<file path="src/hw/rtl/tknb_pkg.sv">
`default_nettype none
package tknb_pkg;

  localparam int CAPACITY_DEF = 32;
  localparam int K_RESET      = 32;
  localparam int DATA_W       = 32;
  localparam int KIND_W       = 2;
  localparam int KUSED_W      = 6;
  localparam int RANK_W       = 5;

  typedef enum logic [KIND_W-1:0] {
    KIND_CLEAR  = 2'd0,
    KIND_OFFER  = 2'd1,
    KIND_FINISH = 2'd2
  } kind_t;

  typedef struct packed {
    logic [DATA_W-1:0] id;
    logic [DATA_W-1:0] distance;
  } entry_t;

  typedef struct packed {
    logic ins;       // sorted insert of the candidate this cycle
    logic rot;       // readout rotation toward cell 0
    logic occupied;  // cell holds a live entry
    logic limit;     // cell lies within the first k positions
    logic wrap;      // cell is the last live one and refills from the head
  } cell_ctl_t;

endpackage
`default_nettype wire

</file>
<file path="src/hw/rtl/tknb_cell.sv">
`default_nettype none
module tknb_cell
  import tknb_pkg::*;
(
  input  wire logic      clk,
  input  wire cell_ctl_t ctl,
  input  wire entry_t    cand,
  input  wire entry_t    left,
  input  wire logic      left_gt,
  input  wire entry_t    right,
  input  wire entry_t    head,
  output entry_t         ent,
  output logic           gt
);

  entry_t ent_r;
  entry_t ent_nxt;

  // Strict compare: an equal distance stays ahead of the newcomer.
  assign gt  = !ctl.occupied || (cand.distance < ent_r.distance);
  assign ent = ent_r;

  always_comb begin
    ent_nxt = ent_r;
    if (ctl.ins && ctl.limit) begin
      if (left_gt) begin
        ent_nxt = left;
      end else if (gt) begin
        ent_nxt = cand;
      end
    end else if (ctl.rot) begin
      ent_nxt = ctl.wrap ? head : right;
    end
  end

  always_ff @(posedge clk) begin
    ent_r <= ent_nxt;
  end

endmodule
`default_nettype wire

</file>
<file path="config.mk">
export PLATFORM = sky130hd
export DESIGN_NAME = tknb_cell
export DESIGN_NICKNAME = d
export VERILOG_FILES = /design/src/hw/rtl/tknb_pkg.sv /design/src/hw/rtl/tknb_cell.sv
export SDC_FILE = /design/constraint.sdc
export NUM_CORES = 1
export LEC_CHECK = 0
export BUFFER_PORTS_ARGS = -buffer_cell sky130_fd_sc_hd__buf_2
export CORE_AREA = 2 2 128 130
export CTS_BUF_LIST = sky130_fd_sc_hd__clkbuf_2 sky130_fd_sc_hd__clkbuf_4 sky130_fd_sc_hd__clkbuf_8
export DETAILED_ROUTE_END_ITERATION = 8
export DIE_AREA = 0 0 130 132
export MAX_ROUTING_LAYER = met4
export PLACE_DENSITY = 0.65
export SYNTH_ARGS = -nofsm -noshare
export SYNTH_HDL_FRONTEND = slang
export SYNTH_SLANG_ARGS = --single-unit
</file>
<file path="constraint.sdc">
create_clock -name clk -period 6.76 [get_ports clk]
set_input_delay 1.352 -clock clk [delete_from_list [all_inputs] [get_ports clk]]
set_output_delay 1.352 -clock clk [all_outputs]
set_load 0.01 [all_outputs]
</file>
Word-level counts from Yosys, hierarchy flattened
Index checks and enable logic that the tools add are counted.
Widths: inputs -> output; s select.
Cells by class
  add/subtract/negate cells: 0
  $mul: 0
  div/mod/pow operators: 0
  magnitude comparators: 1
  equal/unequal tests: 1
  shifts and indexed selects: 0
  mux-type cells: 5
  bitwise operators: 0
  reduce and logical (&&, ||, !) cells: 5
Operator list (number)
  $mux 64: 5
  $lt 32x32->1: 1
  $ne 3x3->1 const B: 1
  $reduce_and 2->1: 1
  $reduce_bool 2->1: 1
  $logic_and 1x1->1: 1
  $logic_not 1->1: 1
  $logic_or 1x1->1: 1
Word-level totals
  register bits: 64
  latch bits: 0
  bits in writable memories: 0
  ROM bits: 0
  output and inout port bits: 65
  word-level logic and storage cells: 14
  memories: 0

Depth between registers and ports, before layout
  word-level depth: 5
  depth in mapped cells: 8

Least setup slack after synthesis
OpenSTA, ideal clock, no wires.
  path kind: in2reg
  start: in cand[2] (netlist bit)
  end: reg ent_r (netlist bit ent[0]), enable pin
  arrival: 5.576 ns
  slack: 0.680 ns
  stages: 7
  buffers on the path: 0
  cell sequence: ha_1 > a211o_1 > a31oi_1 > o311a_1 > nor3_1 > o311a_1 > a21boi_1
On the way
  longest elaborated chain between the ends: 4
Ends and longest elaborated chain
  start: declaration: RTL line tknb_cell.sv:7  | input wire entry_t cand,
  $lt 32x32->1: RTL line tknb_cell.sv:20  | assign gt = !ctl.occupied || (cand.distance < ent_r.distance);
  $logic_or 1x1->1: RTL line tknb_cell.sv:20
  $ne 3x3->1 (no line)
  $reduce_and 2->1 (no line)
  end signal: assignment: RTL line tknb_cell.sv:37  | ent_r <= ent_nxt;
  end: declaration: RTL line tknb_cell.sv:16  | entry_t ent_r;
No other way between the ends.
A chain may end at the register's enable or synchronous reset.

Final worst setup path
  start: in cand[2] (netlist bit)
  end: out gt
On the way
  longest elaborated chain between the ends: 2
Ends and longest elaborated chain
  $lt 32x32->1: RTL line tknb_cell.sv:20
  $logic_or 1x1->1: RTL line tknb_cell.sv:20
  end: declaration: RTL line tknb_cell.sv:13  | output logic gt
No other way between the ends.

==> metrics <==
status completed; fraction of registers with async set/reset 0%; GR Util met2 between 20 and 30%; CP top delay family compound AO/OA/AOI/OAI gates; commonest non-fill, non-tap cells in the layout buf_2 (325), a21oi_1 (77), a211oi_1 (65); fmax approximately 220 MHz; clk sinks 64; Die Area around 17000 µm²; antenna-violating nets left 0; worst vdd ir 100 µV; final-report setup violation count 0; Critical Path Source Type primary input; Synthesis Warnings 0; Crit Path Class primary input to output port; Crit Path Max Fanout 2; Rel. slew slack 43.1%; fin crit share 66.8%; sequential-to-total area share from yosys stat 40.8%; Clock transition at path regs around 0.070 ns; First DRT Iteration DRCs roughly 140; P_leak around 3.2 nW; WL per Instance 15.4 µm; antenna violations before repair 3; Core Region approximately 16000 µm²; largest net degree at the start of global routing between 70 and 80; Post-route DRC 0; TritonCTS clock tree built; Num CTS Buffers 9; post-CTS sizing 0; max incr delay on CP roughly 0.40 ns; Post-Synthesis Cells roughly 470; Mapped Avg Cell Area approximately 10 µm²; PortBufs roughly 330; Bufs and invs on worst path 2; CTS Buffer Depth 2; Slew Viols, Final 0; Global Route met3 Usage 4.71%; total power ~1.2 mW; Remaining Overflow, GRT 0; Placed Cells slightly below 1k; number of synthesized flops with an enable pin 64; Max Cap Viol 0; Primary FF master, synth edfxtp_1; critical-path cell list buf_2 > ha_1 > a211o_1 > a31oi_1 > o311a_1 > nor3_1 > o311a_1 > o21ai_1 > buf_2; total wire length 15400 µm; post-synthesis register bit count 64; Tmin final 4.52 ns; IO Pins 328; drt first pass iters 4; vias in the first global route ~4.6k; Required @ worst endpoint 5.41 ns; total track usage between 10% and 20%; number of fill cells ~1.6k; Net Count, Synth between 700 and 800; num rows 46; final hold vios 0; Clock Latency Late Sink 0.35 ns; Root Buffer clkbuf_8; DP HPWL roughly 12000 µm; Sum Neg Setup Slack 0 ns; crit end category output port; GR peak layer met2; Cell Area, Synth about 4700 µm²; Post-CTS Setup Bufs 0; die height ~130 µm; Worst Max-Slew Pin Slew between 0.8 and 0.9 ns; Hold Crit Class primary input to flip-flop; slowest CP cell o311a_1; RSZ-0062 raised after global routing false; Unique masters post-synth 29; WP data arrival 3.17 ns; met1 track demand over resource 19.8%; Area growth syn-to-layout 43.6%; Pwr Density approximately 180 nW/µm²; layout cells sized above 1 roughly 45%; via count 4714; Final nets ~1.1k; Hold Buf Count CTS 0; Via density roughly 4.7; Final GP Congestion 0.817; H-Tree Depth 3; commonest non-fill, non-tap cell in the layout buf_2; max reg flops 64; Die X about 130 µm; first-pass GRT wire length about 23000 µm; Non-Filler Instances roughly 1000; Starting Density roughly 30%; clk_skew just over 0.006 ns
[metal layers]
metal / vias up / wire, µm
met4: 0 / 412
li1: 2392 / -
met5: - / 0
met3: 28 / 1380
met1: 2073 / 6100
met2: 221 / 7460
[final cells by class]
type,count,area [µm²],share of cell area [%]
antenna,3,7.51,0.111
clock buffer,9,124,1.83
clock inverter,7,110,1.63
inverter,31,116,1.72
multi-input combinational,338,2540,37.5
sequential,64,1920,28.4
tap,216,270,4.00
timing repair buffer,331,1670,24.7
[through the flow]
stage | worst slack (ns) | cell area (µm²) | hold WS [ns] | util, %
2_1_floorplan | 0.680 | 4710 | 1.60 | -
6_report | 2.24 | 6760 | 1.35 | 43.0
5_1_grt | 2.10 | 6760 | 1.33 | 43.0
3_5_place_dp | 2.23 | 6520 | 1.71 | 41.5
3_3_place_gp | 2.28 | 6520 | 1.70 | 41.5
4_1_cts | 2.23 | 6750 | 1.32 | 43.0
[synth_stat cells, types with 2 or more instances]
cell	instances	area [µm²]
a211oi_1	65	488
buf_2	14	70.1
nand2_1	8	30.0
mux2i_1	64	641
ha_1	31	388
edfxtp_1	64	1920
inv_1	31	116
nor2b_1	64	400
nor2_1	3	11.3
clkbuf_1	20	75.1
a21oi_1	77	385
o311a_1	2	20.0
o21ai_0	3	15.0
nand4_1	5	31.3
nand3_1	3	15.0
[report_power, final]
group	leakage (nW)	switching [mW]	internal, mW	total [mW]
clock network	0.114	0.156	0.242	0.398
registers	0.631	0.0150	0.490	0.505
logic	2.48	0.171	0.155	0.326
[cells by family (layout without fill, tap and decap cells)]
logic type,after synthesis,count (layout),share of synthesized area (%)
compound gates,155,155,20.6
simple gates,88,88,11.1
buf+inv,66,378,5.64
mux,64,64,13.6
flops,64,64,40.8
fa+ha+maj,31,31,8.24
other cells,0,3,0
[worst paths after layout]
kind	cells past startpoint	start	slack, ns	end
worst min register to register	7	ent[31]$_DFFE_PP_	1.67	ent[14]$_DFFE_PP_
worst max register to register	9	ent[2]$_DFFE_PP_	3.72	ent[26]$_DFFE_PP_
worst min-delay path	3	left[57]	1.35	ent[57]$_DFFE_PP_
worst max-delay path	9	cand[2]	2.24	gt
[tightest hold or removal path, stage by stage]
cell,delay (ns)
buf_2,0.07
a211oi_1,0.06
a21oi_1,0.10
Power figures use the tool's default switching activity.
